==> config.mk <==
export PLATFORM = sky130hd
export DESIGN_NAME = retarder_override_controller_flat
export DESIGN_NICKNAME = d
export VERILOG_FILES = /design/src/roc_pkg.sv /design/src/roc_in_if.sv /design/src/roc_out_if.sv /design/src/roc_regs.sv /design/src/roc_core.sv /design/src/roc_emit.sv /design/src/retarder_override_controller.sv /design/src/flat_wrapper.sv
export VERILOG_INCLUDE_DIRS = /design/src /design/src/src
export SDC_FILE = /design/constraint.sdc
export NUM_CORES = 1
export LEC_CHECK = 0
export BUFFER_PORTS_ARGS = -buffer_cell sky130_fd_sc_hd__buf_2
export CAP_MARGIN = 15
export CORE_ASPECT_RATIO = 0.8
export CORE_UTILIZATION = 25
export DETAILED_ROUTE_END_ITERATION = 8
export SLEW_MARGIN = 5
export SYNTH_ARGS = -nofsm -noshare
export SYNTH_HDL_FRONTEND = slang
export SYNTH_HIERARCHICAL = 1
export SYNTH_SLANG_ARGS = --single-unit
==> constraint.sdc <==
create_clock -name clk_i -period 7.8 [get_ports clk_i]
set_clock_uncertainty 0.1 [all_clocks]
set_input_delay 1.17 -clock clk_i [delete_from_list [all_inputs] [get_ports clk_i]]
set_output_delay 1.17 -clock clk_i [all_outputs]
set_load 0.1 [all_outputs]
==> src/retarder_override_controller_macros.svh <==
// assertion helpers for the controller modules, used by the result sequencer
// each macro expects clk_i and rst_ni in the enclosing scope
`ifndef RETARDER_OVERRIDE_CONTROLLER_MACROS_SVH
`define RETARDER_OVERRIDE_CONTROLLER_MACROS_SVH

// same-cycle implication
`define ROC_ASSERT_IMP(label, ante, cons, msg) \
  label: assert property (@(posedge clk_i) disable iff (!rst_ni) (ante) |-> (cons)) \
    else $error(msg);

// next-cycle implication
`define ROC_ASSERT_NXT(label, ante, cons, msg) \
  label: assert property (@(posedge clk_i) disable iff (!rst_ni) (ante) |=> (cons)) \
    else $error(msg);

`endif

==> src/roc_pkg.sv <==
`default_nettype none

package roc_pkg;

  // input commands
  typedef enum logic [1:0] {
    CMD_OVERRIDE = 2'd0,
    CMD_TICK     = 2'd1,
    CMD_REQUEST  = 2'd2
  } cmd_e;

  // override modes, low two bits of the control byte
  localparam logic [1:0] MODE_STOP = 2'd0;

  // register map, index = paddr[4:2]
  typedef enum logic [2:0] {
    REG_TORQUE_MODE     = 3'd0,
    REG_ASSIST_ENABLES  = 3'd1,
    REG_ACTUAL_TORQUE   = 3'd2,
    REG_INTENDED_TORQUE = 3'd3,
    REG_LOAD_LIGHT      = 3'd4,
    REG_DRIVER_DEMAND   = 3'd5,
    REG_RETARDER_SEL    = 3'd6,
    REG_MAX_AVAIL       = 3'd7
  } reg_idx_e;

  localparam int unsigned PADDR_W = 5;

  localparam logic [23:0] STATUS_PGN = 24'd61440;
  localparam logic [7:0]  NO_ADDRESS = 8'hFF;
  localparam logic [3:0]  BYTE3_HIGH = 4'hF;

  localparam logic KIND_STATUS = 1'b0;
  localparam logic KIND_FRAME  = 1'b1;

  // frame byte positions
  localparam logic [2:0] LAST_FRAME_BYTE = 3'd7;

  // configuration register reset values
  localparam logic [3:0] RST_TORQUE_MODE     = 4'd15;
  localparam logic [3:0] RST_ASSIST_ENABLES  = 4'd5;
  localparam logic [7:0] RST_ACTUAL_TORQUE   = 8'd125;
  localparam logic [7:0] RST_INTENDED_TORQUE = 8'd125;
  localparam logic [3:0] RST_LOAD_LIGHT      = 4'd15;
  localparam logic [7:0] RST_DRIVER_DEMAND   = 8'd75;
  localparam logic [7:0] RST_RETARDER_SEL    = 8'd255;
  localparam logic [7:0] RST_MAX_AVAIL       = 8'd0;

  typedef struct packed {
    logic [3:0] torque_mode;
    logic [3:0] assist_enables;
    logic [7:0] actual_torque;
    logic [7:0] intended_torque;
    logic [3:0] load_and_light_bits;
    logic [7:0] driver_demand_torque;
    logic [7:0] retarder_selection;
    logic [7:0] max_available_torque;
  } cfg_t;

  // one accepted item, as handed from the core to the result sequencer
  typedef struct packed {
    logic       send;
    logic       snd_active;
    logic [7:0] snd_addr;
    logic       changed;
    logic       active;
    logic [7:0] addr;
  } job_t;

endpackage

`default_nettype wire

==> src/roc_in_if.sv <==
`default_nettype none

interface roc_in_if;
  logic        valid;
  logic        ready;
  logic [1:0]  command;
  logic [31:0] now_ms;
  logic [7:0]  source_address;
  logic [7:0]  control_byte;
  logic [23:0] requested_pgn;

  modport source (
    output valid, command, now_ms, source_address, control_byte, requested_pgn,
    input  ready
  );
  modport sink (
    input  valid, command, now_ms, source_address, control_byte, requested_pgn,
    output ready
  );
endinterface

`default_nettype wire

==> src/roc_out_if.sv <==
`default_nettype none

interface roc_out_if;
  logic       valid;
  logic       ready;
  logic       kind;
  logic       changed;
  logic       active;
  logic [7:0] controller_address;
  logic [7:0] frame_byte;
  logic [2:0] byte_index;
  logic       last;

  modport source (
    output valid, kind, changed, active, controller_address, frame_byte, byte_index, last,
    input  ready
  );
  modport sink (
    input  valid, kind, changed, active, controller_address, frame_byte, byte_index, last,
    output ready
  );
endinterface

`default_nettype wire

==> src/roc_regs.sv <==
`default_nettype none

module roc_regs (
  input  wire logic                          clk_i,
  input  wire logic                          rst_ni,
  input  wire logic                          psel,
  input  wire logic                          penable,
  input  wire logic                          pwrite,
  input  wire logic [roc_pkg::PADDR_W-1:0]   paddr,
  input  wire logic [31:0]                   pwdata,
  output      logic [31:0]                   prdata,
  output      logic                          pready,
  output      roc_pkg::cfg_t                 cfg_o
);

  roc_pkg::cfg_t    cfg_q;
  roc_pkg::reg_idx_e idx;
  logic             wr_en;

  assign pready = 1'b1;
  assign idx    = roc_pkg::reg_idx_e'(paddr[4:2]);
  assign wr_en  = psel && penable && pwrite && pready;
  assign cfg_o  = cfg_q;

  // register writes
  always_ff @(posedge clk_i or negedge rst_ni) begin
    if (!rst_ni) begin
      cfg_q.torque_mode          <= roc_pkg::RST_TORQUE_MODE;
      cfg_q.assist_enables       <= roc_pkg::RST_ASSIST_ENABLES;
      cfg_q.actual_torque        <= roc_pkg::RST_ACTUAL_TORQUE;
      cfg_q.intended_torque      <= roc_pkg::RST_INTENDED_TORQUE;
      cfg_q.load_and_light_bits  <= roc_pkg::RST_LOAD_LIGHT;
      cfg_q.driver_demand_torque <= roc_pkg::RST_DRIVER_DEMAND;
      cfg_q.retarder_selection   <= roc_pkg::RST_RETARDER_SEL;
      cfg_q.max_available_torque <= roc_pkg::RST_MAX_AVAIL;
    end else if (wr_en) begin
      case (idx)
        roc_pkg::REG_TORQUE_MODE:     cfg_q.torque_mode          <= pwdata[3:0];
        roc_pkg::REG_ASSIST_ENABLES:  cfg_q.assist_enables       <= pwdata[3:0];
        roc_pkg::REG_ACTUAL_TORQUE:   cfg_q.actual_torque        <= pwdata[7:0];
        roc_pkg::REG_INTENDED_TORQUE: cfg_q.intended_torque      <= pwdata[7:0];
        roc_pkg::REG_LOAD_LIGHT:      cfg_q.load_and_light_bits  <= pwdata[3:0];
        roc_pkg::REG_DRIVER_DEMAND:   cfg_q.driver_demand_torque <= pwdata[7:0];
        roc_pkg::REG_RETARDER_SEL:    cfg_q.retarder_selection   <= pwdata[7:0];
        roc_pkg::REG_MAX_AVAIL:       cfg_q.max_available_torque <= pwdata[7:0];
        default: ;
      endcase
    end
  end

  // read mux
  always_comb begin
    case (idx)
      roc_pkg::REG_TORQUE_MODE:     prdata = {28'd0, cfg_q.torque_mode};
      roc_pkg::REG_ASSIST_ENABLES:  prdata = {28'd0, cfg_q.assist_enables};
      roc_pkg::REG_ACTUAL_TORQUE:   prdata = {24'd0, cfg_q.actual_torque};
      roc_pkg::REG_INTENDED_TORQUE: prdata = {24'd0, cfg_q.intended_torque};
      roc_pkg::REG_LOAD_LIGHT:      prdata = {28'd0, cfg_q.load_and_light_bits};
      roc_pkg::REG_DRIVER_DEMAND:   prdata = {24'd0, cfg_q.driver_demand_torque};
      roc_pkg::REG_RETARDER_SEL:    prdata = {24'd0, cfg_q.retarder_selection};
      roc_pkg::REG_MAX_AVAIL:       prdata = {24'd0, cfg_q.max_available_torque};
      default:                      prdata = 32'd0;
    endcase
  end

endmodule

`default_nettype wire

==> src/roc_core.sv <==
`default_nettype none

module roc_core #(
  parameter int unsigned TIMEOUT_MS     = 150,
  parameter int unsigned SEND_PERIOD_MS = 100
) (
  input  wire logic    clk_i,
  input  wire logic    rst_ni,
  roc_in_if.sink       in_i,
  output roc_pkg::job_t job_o,
  output logic         job_valid_o,
  input  wire logic    job_take_i
);

  localparam logic [31:0] Timeout = 32'(TIMEOUT_MS);
  localparam logic [31:0] Period  = 32'(SEND_PERIOD_MS);

  logic        active_q, active_d;
  logic [31:0] deadline_q, deadline_d;
  logic [7:0]  addr_q, addr_d;
  logic [31:0] last_send_q, last_send_d;

  roc_pkg::job_t pend_q, pend_d;
  logic          pend_valid_q;
  logic          accept;
  logic          send;
  logic          changed;
  logic [31:0]   since_send;
  logic [1:0]    mode;

  // result register frees when the sequencer takes it
  assign in_i.ready  = !pend_valid_q || job_take_i;
  assign accept      = in_i.valid && in_i.ready;
  assign job_o       = pend_q;
  assign job_valid_o = pend_valid_q;

  assign since_send = in_i.now_ms - last_send_q;
  assign mode       = in_i.control_byte[1:0];

  // state update for one item
  always_comb begin
    active_d    = active_q;
    deadline_d  = deadline_q;
    addr_d      = addr_q;
    last_send_d = last_send_q;
    send        = 1'b0;
    changed     = 1'b0;
    case (roc_pkg::cmd_e'(in_i.command))
      roc_pkg::CMD_OVERRIDE: begin
        if (mode == roc_pkg::MODE_STOP) begin
          if (active_q) begin
            active_d   = 1'b0;
            deadline_d = 32'd0;
            addr_d     = roc_pkg::NO_ADDRESS;
            changed    = 1'b1;
          end
        end else if (mode[1]) begin
          deadline_d = in_i.now_ms + Timeout;
          if (!active_q) begin
            active_d = 1'b1;
            addr_d   = in_i.source_address;
            changed  = 1'b1;
          end
        end
      end
      roc_pkg::CMD_TICK: begin
        send = since_send >= Period;
        if (active_q && (deadline_q <= in_i.now_ms)) begin
          active_d   = 1'b0;
          deadline_d = 32'd0;
          addr_d     = roc_pkg::NO_ADDRESS;
          changed    = 1'b1;
        end
      end
      roc_pkg::CMD_REQUEST: begin
        send = in_i.requested_pgn == roc_pkg::STATUS_PGN;
      end
      default: ;
    endcase
    if (send) begin
      last_send_d = in_i.now_ms;
    end
    // frame shows the state at the moment of sending, before any timeout stop
    pend_d.send       = send;
    pend_d.snd_active = active_q;
    pend_d.snd_addr   = addr_q;
    pend_d.changed    = changed;
    pend_d.active     = active_d;
    pend_d.addr       = addr_d;
  end

  // override state
  always_ff @(posedge clk_i or negedge rst_ni) begin
    if (!rst_ni) begin
      active_q    <= 1'b0;
      deadline_q  <= 32'd0;
      addr_q      <= roc_pkg::NO_ADDRESS;
      last_send_q <= 32'd0;
    end else if (accept) begin
      active_q    <= active_d;
      deadline_q  <= deadline_d;
      addr_q      <= addr_d;
      last_send_q <= last_send_d;
    end
  end

  // result register valid
  always_ff @(posedge clk_i or negedge rst_ni) begin
    if (!rst_ni) begin
      pend_valid_q <= 1'b0;
    end else if (accept) begin
      pend_valid_q <= 1'b1;
    end else if (job_take_i) begin
      pend_valid_q <= 1'b0;
    end
  end

  // result register payload
  always_ff @(posedge clk_i) begin
    if (accept) begin
      pend_q <= pend_d;
    end
  end

endmodule

`default_nettype wire

==> src/roc_emit.sv <==
`default_nettype none

`include "retarder_override_controller_macros.svh"

module roc_emit (
  input  wire logic          clk_i,
  input  wire logic          rst_ni,
  input  wire roc_pkg::cfg_t cfg_i,
  input  wire roc_pkg::job_t job_i,
  input  wire logic          job_valid_i,
  output      logic          job_take_o,
  roc_out_if.source          out_o
);

  roc_pkg::job_t cur_q;
  logic          cur_valid_q;
  logic [3:0]    cnt_q;
  logic          frame_beat;
  logic          beat_done;
  logic          item_done;
  logic [7:0]    fbyte;

  // frame beats come first when the item sends, then the status beat
  assign frame_beat = cur_q.send && !cnt_q[3];
  assign beat_done  = out_o.valid && out_o.ready;
  assign item_done  = beat_done && !frame_beat;
  assign job_take_o = job_valid_i && (!cur_valid_q || item_done);

  // frame byte select
  always_comb begin
    case (cnt_q[2:0])
      3'd0:    fbyte = {cfg_i.assist_enables, cfg_i.torque_mode};
      3'd1:    fbyte = cfg_i.actual_torque;
      3'd2:    fbyte = cfg_i.intended_torque;
      3'd3:    fbyte = {roc_pkg::BYTE3_HIGH, cfg_i.load_and_light_bits};
      3'd4:    fbyte = cur_q.snd_addr;
      3'd5:    fbyte = cfg_i.driver_demand_torque;
      3'd6:    fbyte = cfg_i.retarder_selection;
      default: fbyte = cfg_i.max_available_torque;
    endcase
  end

  // output transaction fields
  assign out_o.valid              = cur_valid_q;
  assign out_o.kind               = frame_beat ? roc_pkg::KIND_FRAME : roc_pkg::KIND_STATUS;
  assign out_o.changed            = frame_beat ? 1'b0 : cur_q.changed;
  assign out_o.active             = frame_beat ? cur_q.snd_active : cur_q.active;
  assign out_o.controller_address = frame_beat ? cur_q.snd_addr : cur_q.addr;
  assign out_o.frame_byte         = frame_beat ? fbyte : 8'd0;
  assign out_o.byte_index         = frame_beat ? cnt_q[2:0] : 3'd0;
  assign out_o.last               = !frame_beat;

  // beat sequencer
  always_ff @(posedge clk_i or negedge rst_ni) begin
    if (!rst_ni) begin
      cur_valid_q <= 1'b0;
      cnt_q       <= 4'd0;
    end else if (job_take_o) begin
      cur_valid_q <= 1'b1;
      cnt_q       <= 4'd0;
    end else if (item_done) begin
      cur_valid_q <= 1'b0;
      cnt_q       <= 4'd0;
    end else if (beat_done) begin
      cnt_q       <= cnt_q + 4'd1;
    end
  end

  // current item payload
  always_ff @(posedge clk_i) begin
    if (job_take_o) begin
      cur_q <= job_i;
    end
  end

  // checks
  `ROC_ASSERT_IMP(a_take_when_free, job_take_o, !cur_valid_q || item_done, "job taken while busy")
  `ROC_ASSERT_NXT(a_beat_advance, beat_done && frame_beat, cnt_q == $past(cnt_q) + 4'd1, "beat count slip")
  `ROC_ASSERT_NXT(a_idle_after_last, item_done && !job_valid_i, !out_o.valid, "result after last")
  `ROC_ASSERT_IMP(a_count_range, cur_valid_q, cnt_q <= 4'd8, "beat count out of range")

endmodule

`default_nettype wire

==> src/retarder_override_controller.sv <==
// an accepted item passes the result register, then the current-item register, before it shows
// throughput: one item per ready cycle if no frame is sent; a frame item adds eight frame beats
// the sequencer sets the pace, one beat per ready cycle; a further item waits in the result register
// reset: override inactive, deadline 0, controlling address 255, last send time 0,
//   configuration registers at their documented defaults; no clearing pass
`default_nettype none

module retarder_override_controller #(
  parameter int unsigned TIMEOUT_MS     = 150,
  parameter int unsigned SEND_PERIOD_MS = 100
) (
  input  wire logic                        clk_i,
  input  wire logic                        rst_ni,
  roc_in_if.sink                           in_i,
  roc_out_if.source                        out_o,
  input  wire logic                        psel,
  input  wire logic                        penable,
  input  wire logic                        pwrite,
  input  wire logic [roc_pkg::PADDR_W-1:0] paddr,
  input  wire logic [31:0]                 pwdata,
  output      logic [31:0]                 prdata,
  output      logic                        pready
);

  roc_pkg::cfg_t cfg;
  roc_pkg::job_t job;
  logic          job_valid;
  logic          job_take;

  // configuration registers
  roc_regs u_regs (
    .clk_i   (clk_i),
    .rst_ni  (rst_ni),
    .psel    (psel),
    .penable (penable),
    .pwrite  (pwrite),
    .paddr   (paddr),
    .pwdata  (pwdata),
    .prdata  (prdata),
    .pready  (pready),
    .cfg_o   (cfg)
  );

  // override state and per-item decision
  roc_core #(
    .TIMEOUT_MS     (TIMEOUT_MS),
    .SEND_PERIOD_MS (SEND_PERIOD_MS)
  ) u_core (
    .clk_i       (clk_i),
    .rst_ni      (rst_ni),
    .in_i        (in_i),
    .job_o       (job),
    .job_valid_o (job_valid),
    .job_take_i  (job_take)
  );

  // result sequencer
  roc_emit u_emit (
    .clk_i       (clk_i),
    .rst_ni      (rst_ni),
    .cfg_i       (cfg),
    .job_i       (job),
    .job_valid_i (job_valid),
    .job_take_o  (job_take),
    .out_o       (out_o)
  );

endmodule

`default_nettype wire

==> src/flat_wrapper.sv <==
// flat-port wrapper written by rule: the top's interface ports become plain ports
module retarder_override_controller_flat 
#(
  parameter int unsigned TIMEOUT_MS     = 150,
  parameter int unsigned SEND_PERIOD_MS = 100
)
  (clk_i, rst_ni, psel, penable, pwrite, paddr, pwdata, prdata, pready, in_i_valid, in_i_command, in_i_now_ms, in_i_source_address, in_i_control_byte, in_i_requested_pgn, in_i_ready, out_o_valid, out_o_kind, out_o_changed, out_o_active, out_o_controller_address, out_o_frame_byte, out_o_byte_index, out_o_last, out_o_ready);
  roc_in_if in_i_i ();
  roc_out_if out_o_i ();
  input  wire logic clk_i;
  input  wire logic rst_ni;
  input  wire logic psel;
  input  wire logic penable;
  input  wire logic pwrite;
  input  wire logic [roc_pkg::PADDR_W-1:0] paddr;
  input  wire logic [31:0] pwdata;
  output      logic [31:0] prdata;
  output      logic pready;
  input wire logic [$bits(in_i_i.valid)-1:0] in_i_valid;
  input wire logic [$bits(in_i_i.command)-1:0] in_i_command;
  input wire logic [$bits(in_i_i.now_ms)-1:0] in_i_now_ms;
  input wire logic [$bits(in_i_i.source_address)-1:0] in_i_source_address;
  input wire logic [$bits(in_i_i.control_byte)-1:0] in_i_control_byte;
  input wire logic [$bits(in_i_i.requested_pgn)-1:0] in_i_requested_pgn;
  output wire logic [$bits(in_i_i.ready)-1:0] in_i_ready;
  output wire logic [$bits(out_o_i.valid)-1:0] out_o_valid;
  output wire logic [$bits(out_o_i.kind)-1:0] out_o_kind;
  output wire logic [$bits(out_o_i.changed)-1:0] out_o_changed;
  output wire logic [$bits(out_o_i.active)-1:0] out_o_active;
  output wire logic [$bits(out_o_i.controller_address)-1:0] out_o_controller_address;
  output wire logic [$bits(out_o_i.frame_byte)-1:0] out_o_frame_byte;
  output wire logic [$bits(out_o_i.byte_index)-1:0] out_o_byte_index;
  output wire logic [$bits(out_o_i.last)-1:0] out_o_last;
  input wire logic [$bits(out_o_i.ready)-1:0] out_o_ready;
  assign in_i_i.valid = in_i_valid;
  assign in_i_i.command = in_i_command;
  assign in_i_i.now_ms = in_i_now_ms;
  assign in_i_i.source_address = in_i_source_address;
  assign in_i_i.control_byte = in_i_control_byte;
  assign in_i_i.requested_pgn = in_i_requested_pgn;
  assign in_i_ready = in_i_i.ready;
  assign out_o_valid = out_o_i.valid;
  assign out_o_kind = out_o_i.kind;
  assign out_o_changed = out_o_i.changed;
  assign out_o_active = out_o_i.active;
  assign out_o_controller_address = out_o_i.controller_address;
  assign out_o_frame_byte = out_o_i.frame_byte;
  assign out_o_byte_index = out_o_i.byte_index;
  assign out_o_last = out_o_i.last;
  assign out_o_i.ready = out_o_ready;
  retarder_override_controller #(.TIMEOUT_MS(TIMEOUT_MS), .SEND_PERIOD_MS(SEND_PERIOD_MS)) u_core (.clk_i(clk_i), .rst_ni(rst_ni), .in_i(in_i_i), .out_o(out_o_i), .psel(psel), .penable(penable), .pwrite(pwrite), .paddr(paddr), .pwdata(pwdata), .prdata(prdata), .pready(pready));
endmodule
# Yosys cells after proc, flatten, opt, wreduce, memory -nomap -nowiden
# Index checks and enable logic that the tools add are counted.
# W data, S select, Z words.
totals:
  elab_cells: 120
  ff_bits: 171
  output_inout_bits: 58
  in_bits: 118
classes:
  n_addsub: 3
  muxes: 37
  n_eq_ne: 19
  n_lt_le_gt_ge: 2
  n_reduce_logical: 32
ops:
  columns: ["op", "count"]
  rows:
  - ["$pmux W32 S8", 1]
  - ["$mux W32", 4]
  - ["$pmux W32 S2", 1]
  - ["$mux W8", 7]
  - ["$pmux W8 S7", 1]
  - ["$add A32 B8 Y32 const B", 1]
  - ["$ge A32 B7 Y1 const B", 1]
  - ["$le A32 B32 Y1", 1]
  - ["$sub A32 B32 Y32", 1]
  - ["$eq A24 B16 Y1 const B", 1]
  - ["$eq A3 B3 Y1 const B", 7]
  - ["$reduce_and A2 Y1", 9]
  - ["$pmux W8 S2", 1]
  - ["$mux W1", 15]
  - ["$eq A3 B2 Y1 const B", 4]
  - ["$mux W4", 3]
  - ["$logic_and A1 B1 Y1", 8]
  - ["$eq A3 B1 Y1 const B", 2]
  - ["$logic_not A3 Y1", 2]
  - ["$ne A3 B3 Y1 const B", 2]
  - ["$pmux W1 S2", 3]
  - ["$reduce_bool A2 Y1", 3]
  - ["$reduce_and A5 Y1", 1]
  - ["$add A4 B1 Y4 const B", 1]
  - ["other kinds (8)", 13]

# Longest topological paths before layout
# Gate-level depths: netlist (run 1).
logic_depth:
  depth_word: 9
  ltp_mapped: 15

# By module
# The synthesis (run 1) kept the hierarchy.
modules_own_cells:
  columns: ["mod", "seq_area_each_um2", "area_each_um2", "instances", "cells_per_inst"]
  rows:
  - ["roc_core", 2462.4, 7459.7, 1, 827]
  - ["roc_regs", 1343.8, 2681.3, 1, 203]
  - ["roc_emit", 725.7, 1540.2, 1, 170]

# Worst setup path before layout (run 1)
# OpenSTA, ideal clock, no wires.
synth_timing:
  path_kind: "input to output"
  startpoint: "input port paddr[4] in the netlist's numbering"
  endpoint: "output port prdata[1]"
  arrival_time_ns: 3.425
  stages: 4
  slack_ns: 3.105
  path_cell_list: "buf_2 clkbuf_1 nand3_1 a31oi_1"
synth_via:
  elab_chain_len: 2
  elab_cells_between_ends: 9
  cone_classes: "7 x eq/ne; 1 x mux; 1 x reduce/logical"
synth_lines:
  columns: ["item", "line", "text"]
  rows:
  - ["start, declared", "flat_wrapper.sv:15", "input wire logic [roc_pkg::PADDR_W-1:0] paddr;"]
  - ["$eq A3 B3 Y1, or another cell as far along", "roc_regs.sv:53", "case (idx)"]
  - ["$pmux W32 S8 *", "roc_regs.sv:53", null]
  - ["end, declared", "flat_wrapper.sv:17", "output logic [31:0] prdata;"]
# Every way passes the cells marked *; elsewhere a longest branch is shown, timed or not. The select of a mux whose other input is x is not followed.

# Worst setup path in the final report (run 1)
layout_timing:
  startpoint: "input port in_i_now_ms[13]"
  endpoint: "register u_core.u_core.last_send_q[0]"
layout_via:
  elab_chain_len: 4
layout_lines:
  columns: ["item", "line", "text"]
  rows:
  - ["start, declared", "flat_wrapper.sv:21", "input wire logic [$bits(in_i_i.now_ms)-1:0] in_i_now_ms;"]
  - ["$sub A32 B32 Y32", "roc_core.sv:37", "assign since_send = in_i.now_ms - last_send_q;"]
  - ["$ge A32 B7 Y1", "roc_core.sv:67", "send = since_send >= Period;"]
  - ["$pmux W1 S2", "roc_core.sv:48", "case (roc_pkg::cmd_e'(in_i.command))"]
  - ["$reduce_and A2 Y1 (no source line)", null, null]
  - ["end signal, assigned", "roc_core.sv:103", "last_send_q <= last_send_d;"]
  - ["end, declared", "roc_core.sv:21", "logic [31:0] last_send_q, last_send_d;"]
# No other way between the ends.
# A chain may end at the register's enable or synchronous reset.

==> impl_metrics.env, run 1 <==
export IMPL_r2r_setup_slack_ns=3.29
export IMPL_cp_start_kind="primary input"
export IMPL_synth_area_leader_cell="dfrtp_1"
export IMPL_post_dp_hpwl_mm=23.73
export IMPL_crit_chain="buf_2 -> ha_1 -> nand4_1 -> or3_4 -> a211oi_2 -> nor2_1 -> and3_1 -> or4_4 -> a2111oi_4 -> nand4_1 -> a41o_2 -> mux2_4"
export IMPL_finalWorstSetupSlack_ns=2.834
export IMPL_dpl_cell_count=1881
export IMPL_synth_seq_cells=171
export IMPL_slowest_delay_ns=0.68
export IMPL_hold_buffers=0
export IMPL_pwr_density_cell_nw_per_um2=285.5
export IMPL_first_pass_iters=5
export IMPL_grt_pass1_vias=9087
export IMPL_total_power_mw=3.793
export IMPL_hold_viol=0
export IMPL_r2r_end="u_core/u_core/last_send_q[0]$_DFFE_PN0P_"
export IMPL_synthFlopType="dfrtp_1"
export IMPL_ios=176
export IMPL_drv_cap=0
export IMPL_layout_common_cells="buf_2, nand2_1, dfrtp_1, nor2_1, inv_1"
export IMPL_wire_per_inst_microns=16.81
export IMPL_cts_buffer_depth=2
export IMPL_critical_path_startpoint="in_i_now_ms[13]"
export IMPL_hold_path_depth=0
export IMPL_wl_mm=32.20
export IMPL_setup_viol=0
export IMPL_cts_tree="yes"
export IMPL_hold_end="u_core/u_emit/cur_q[1]$_DFFE_PP_"
export IMPL_grt_overflow_total=0
export IMPL_drt_iter0_drc=854
export IMPL_avgSynthCellArea_sq_um=9.734
export IMPL_die_area_sq_um=47600
export IMPL_vdd_drop_max_mv=0.1487
export IMPL_clock_sinks=171
export IMPL_synthCells=1200
export IMPL_hold_path_class="reg2reg"
export IMPL_fin_nets=1481
export IMPL_ys_warn_count=6
export IMPL_worst_pin_slew_ns=1.054
export IMPL_cts_clk_slew_worst_paths_ns=0.07
export IMPL_grtUsageTotal_pct=13.64
export IMPL_post_cts_buffers=0
export IMPL_fin_hold_ws_ns=0.3162
export IMPL_grt_max_degree=69
export IMPL_cts_made_buffers=17
export IMPL_layout_commonest_cell="buf_2"
export IMPL_fillers=4822
export IMPL_final_util_pct=28.95
export IMPL_rsz0062_at_grt="false"
export IMPL_vias=9393
export IMPL_post_place_ws_ns=2.370
export IMPL_fin_crit_ns=4.966
export IMPL_die_h_microns=195.3
export IMPL_rr_startpoint="u_core/u_core/last_send_q[13]$_DFFE_PN0P_"
export IMPL_drive_above_1_share_pct=21.66
export IMPL_viasPerCell=4.902
export IMPL_syn_to_final_growth_pct=13.74
export IMPL_htreeDepth=4
export IMPL_cts_resized_gates=0
export IMPL_path_max_fanout=32
export IMPL_yosys_top_cells_area="dfrtp_1, edfxtp_1, dfstp_2"
export IMPL_seq_area_sq_um=4532
export IMPL_multi_input_area_sq_um=6459
export IMPL_p_leak_nw=5.716
export IMPL_crit_type="in2reg"
export IMPL_stdcell_count=1916
export IMPL_finalSetupTns_ns=0
export IMPL_row_count=70
export IMPL_hp_start="u_core/u_core/job_o[1]$_DFFE_PP_"
export IMPL_worstSetupEndpointType="flip-flop"
export IMPL_post_route_period_util_pct=63.67
export IMPL_fp_dieW_microns=243.7
export IMPL_syn_cell_area_sq_um=11680
export IMPL_ant_nets=0
export IMPL_drv_slew=0
export IMPL_synth_edf_count=40
export IMPL_synthArstFlopShare_pct=76.61
export IMPL_cp_slowest_cell="a41o_2"
export IMPL_cpMostUsedCell="nand4_1"
export IMPL_core_area_sq_um=45890
export IMPL_synth_top_area_share_pct=19.07
export IMPL_yosysSeqAreaShare_pct=38.80
export IMPL_arrival_ns=5.19
export IMPL_synth_cell_types=86
export IMPL_portBuffers=118
export IMPL_final_cell_area_sq_um=13290
export IMPL_crit_required_ns=8.03
export IMPL_placed_area_sq_um=12670
export IMPL_gp_congestion=0.9182
export IMPL_clk_latency_ns=0.45
export IMPL_status="finished, final reports clean"
export IMPL_grt_pass1_wl_mm=51.37
export IMPL_reg2reg_depth=12
export IMPL_antenna_found_initial=4
export IMPL_start_util_pct=25.45
export IMPL_max_slew_margin_pct=29.18
export IMPL_ctsRootBufferMaster="clkbuf_16"
export IMPL_fmax_ghz=0.2014
export IMPL_drcViolationCount=0
area by class of cell:
| class | instances | area share, % |
|---|---|---|
| multi-input combinational | 899 | 48.61 |
| sequential | 171 | 34.11 |
| tap | 612 | 5.763 |
| timing repair buffer | 123 | 4.925 |
| clock buffer | 19 | 3.334 |
| inverter | 77 | 2.175 |
| clock inverter | 13 | 1.045 |
| antenna | 2 | 0.03767 |
state kept, by name, summed over array words and instances, names as in the netlist:
signal / cells
u_core/u_core/deadline_q: 32
u_core/u_emit/cur_q: 20
u_core/u_emit/out_o.valid: 1
u_core/u_core/job_valid_o: 1
u_core/u_core/last_send_q: 32
u_core/u_regs/cfg_o: 52
u_core/u_core/job_o: 20
u_core/u_core/active_q: 1
u_core/u_emit/cnt_q: 4
u_core/u_core/addr_q: 8
worst max path at each step:
stage | endpoint | slack (ns) | cells past startpoint
2_1_floorplan | prdata[1] | 3.10 | 4
3_3_place_gp | u_core/u_core/last_send_q[0]$_DFFE_PN0P_ | 2.44 | 12
3_5_place_dp | u_core/u_core/last_send_q[0]$_DFFE_PN0P_ | 2.37 | 12
4_1_cts | u_core/u_core/last_send_q[0]$_DFFE_PN0P_ | 2.86 | 12
5_1_grt | u_core/u_core/last_send_q[0]$_DFFE_PN0P_ | 2.57 | 12
6_report | u_core/u_core/last_send_q[0]$_DFFE_PN0P_ | 2.83 | 12
report_power, final:
group | total (mW) | internal, mW | switching [mW]
Combinational | 1.64 | 0.592 | 1.05
Sequential | 1.28 | 1.16 | 0.122
Clock | 0.870 | 0.483 | 0.386
Total | 3.79 | 2.23 | 1.56
routing by layer:
metal | GRT usage, % | wire (microns)
met5 | 0 | 25
met4 | 3.519 | 425
met3 | 2.831 | 1498
met2 | 19.48 | 13760
met1 | 20.54 | 16500
cells in the mapped netlist (11+ instances only):
master,number
a22o_1,48
nand4_1,23
nand2b_1,13
mux2i_1,46
clkbuf_1,21
ha_1,73
o21ai_0,37
nor4_1,11
o21a_1,15
nand2_1,115
dfrtp_1,89
nand3_1,30
mux2_2,60
buf_2,16
edfxtp_1,40
buf_4,32
a21o_1,18
nor3_1,15
nor2b_1,11
a22oi_1,12
o22ai_1,12
xnor2_1,36
nor2_1,84
o2bb2ai_1,18
inv_1,77
dfstp_2,42
a21oi_1,54
logic make-up (layout without fill, tap and decap cells):
| kind of cell | after synthesis | count (layout) | share of synthesized area (%) |
|---|---|---|---|
| multiplexers | 109 | 109 | 10.08 |
| buffers and inverters | 153 | 232 | 6.662 |
| AND/OR/NAND/NOR | 359 | 359 | 15.38 |
| adder cells (fa/ha/maj) | 74 | 74 | 7.991 |
| flip-flops | 171 | 171 | 38.80 |
| AO/OA/AOI/OAI | 288 | 288 | 17.73 |
| XOR/XNOR | 44 | 44 | 3.299 |
| other | 2 | 27 | 0.06429 |
critical path: cells and delay by family:
family / cells / cell delay (ns)
simple gates: 6 / 1.80
fa+ha+maj: 1 / 0.54
compound gates: 3 / 1.10
buf+inv: 1 / 0.12
mux: 1 / 0.45
Power figures use the tool's default switching activity.
==> inputs of run 2 (changes only) <==
==> constraint.sdc (replaced) <==
create_clock -name clk_i -period 4.7 [get_ports clk_i]
set_clock_uncertainty 0.1 [all_clocks]
set_input_delay 0.705 -clock clk_i [delete_from_list [all_inputs] [get_ports clk_i]]
set_output_delay 0.705 -clock clk_i [all_outputs]
set_load 0.1 [all_outputs]
==> run 2 against run 1 <==
Cell area increased by 0.87%. Die area is the same. Total power up 66%. Setup slack lost 2.2 ns. Largest cell class unchanged. Non-clock buffer count up 16. Core utilization is 0.25 points higher. Flip-flop and latch count unchanged.
==> impl_metrics.env, run 2 (synthesis results as in run 1) <==
export IMPL_hold_viol=0
export IMPL_core_area_sq_um=45890
export IMPL_vdd_drop_max_mv=0.2475
export IMPL_hold_buffers=0
export IMPL_finalWorstSetupSlack_ns=0.6037
export IMPL_total_power_mw=6.296
export IMPL_drv_cap=0
export IMPL_layout_commonest_cell="buf_2"
export IMPL_finalSetupTns_ns=0
export IMPL_ctsRootBufferMaster="clkbuf_16"
export IMPL_post_place_ws_ns=0.2510
export IMPL_clk_latency_ns=0.45
export IMPL_crit_required_ns=3.89
export IMPL_gp_congestion=0.8906
export IMPL_cts_made_buffers=17
export IMPL_ios=176
export IMPL_path_max_fanout=19
export IMPL_slowest_delay_ns=0.81
export IMPL_max_slew_margin_pct=42.16
export IMPL_fin_nets=1497
export IMPL_fin_crit_ns=4.096
export IMPL_layout_common_cells="buf_2, nand2_1, dfrtp_1, nor2_1, inv_1"
export IMPL_drcViolationCount=0
export IMPL_pwr_density_cell_nw_per_um2=469.8
export IMPL_post_route_period_util_pct=87.15
export IMPL_portBuffers=118
export IMPL_syn_to_final_growth_pct=14.73
export IMPL_post_cts_buffers=0
export IMPL_antenna_found_initial=6
export IMPL_clock_sinks=171
export IMPL_fillers=4833
export IMPL_seq_area_sq_um=4532
export IMPL_start_util_pct=25.45
export IMPL_setup_viol=0
export IMPL_cp_start_kind="flip-flop"
export IMPL_ant_nets=0
export IMPL_grt_max_degree=74
export IMPL_dpl_cell_count=1898
export IMPL_row_count=70
export IMPL_first_pass_iters=5
export IMPL_post_dp_hpwl_mm=24.13
export IMPL_wl_mm=32.02
export IMPL_fp_dieW_microns=243.7
export IMPL_crit_chain="inv_1 -> ha_1 -> or4_4 -> o22ai_1 -> buf_2"
export IMPL_fmax_ghz=0.2441
export IMPL_cts_resized_gates=0
export IMPL_cts_buffer_depth=2
export IMPL_cp_slowest_cell="dfrtp_1"
export IMPL_arrival_ns=3.29
export IMPL_die_h_microns=195.3
export IMPL_drive_above_1_share_pct=22.53
export IMPL_drv_slew=0
export IMPL_cts_tree="yes"
export IMPL_stdcell_count=1932
export IMPL_hold_path_class="in2async"
export IMPL_multi_input_area_sq_um=6459
export IMPL_crit_type="reg2out"
export IMPL_vias=9433
export IMPL_rsz0062_at_grt="false"
export IMPL_viasPerCell=4.883
export IMPL_p_leak_nw=5.789
export IMPL_largest_reg_flops=52
export IMPL_die_area_sq_um=47600
export IMPL_grt_pass1_vias=9243
export IMPL_worst_pin_slew_ns=0.8596
export IMPL_wire_per_inst_microns=16.57
export IMPL_grt_pass1_wl_mm=51.31
export IMPL_drt_iter0_drc=776
export IMPL_htreeDepth=4
export IMPL_grt_overflow_total=0
export IMPL_status="finished, final reports clean"
export IMPL_worstSetupEndpointType="primary output"
export IMPL_cts_clk_slew_worst_paths_ns=0.07
export IMPL_grtUsageTotal_pct=13.56
[run 2: cell count changes in the layout (fill, tap and decap cells not counted)]
cell,previous run,this run
clkinv_1,1,2
clkinv_4,1,2
buf_12,0,2
clkbuf_8,1,0
inv_6,5,4
buf_16,1,0
buf_4,4,19
[run 2: where the power goes]
part	switching [mW]	internal (mW)	total, mW
combinational	1.74	1.02	2.76
sequential	0.200	1.92	2.12
clock	0.631	0.784	1.42
total	2.57	3.72	6.30
[run 2: area by class of cell]
class	count	share of cell area, %
antenna	2	0.03734
multi-input combinational	899	48.19
inverter	77	2.157
tap	612	5.714
clock buffer	18	3.202
clock inverter	14	1.064
sequential	171	33.82
timing repair buffer	139	5.816
[run 2: worst max-delay path, delay by kind of cell, from the launching register on]
kind                       cells  cell delay, ns
DFF                            1            0.81
buffers and inverters          2            0.72
adders and majority gates      1            0.35
and+or+nand+nor                1            0.68
AOI/OAI and AO/OA              1            0.27
[run 2: layer usage]
metal	part of all wire (%)	wire length, microns	global-route usage, %
met1	51	16410	20.25
met2	41	13150	18.92
met3	5.4	1724	2.982
met4	2.2	691	4.676
met5	0.13	41	0
[run 2: stage by stage]
stage                     util (%)  area (sq um)  hold WS [ns]
after floorplan                  -         11770        0.3003
after global placement       27.94         12820        0.3069
after detailed placement     27.94         12820        0.3099
after CTS                    29.19         13400        0.2020
after global routing         29.20         13400        0.2167
final                        29.20         13400        0.1701
[run 2: final timing paths]
check	to	slack [ns]	start	depth (start not counted)
min in group clk_i	u_core/u_emit/cur_q[5]$_DFFE_PP_	0.32	u_core/u_core/job_o[5]$_DFFE_PP_	0
setup / recovery	out_o_frame_byte[4]	0.60	u_core/u_emit/cnt_q[2]$_DFFE_PN0P_	5
hold / removal	u_core/u_regs/cfg_o[0]$_DFFE_PN0P_	0.17	rst_ni	1
setup reg to reg	u_core/u_core/last_send_q[8]$_DFFE_PN0P_	0.74	u_core/u_core/last_send_q[0]$_DFFE_PN0P_	13
hold reg to reg	u_core/u_emit/cur_q[5]$_DFFE_PP_	0.32	u_core/u_core/job_o[5]$_DFFE_PP_	0
max in group asynchronous	u_core/u_core/deadline_q[9]$_DFFE_PN0P_	3.39	rst_ni	2
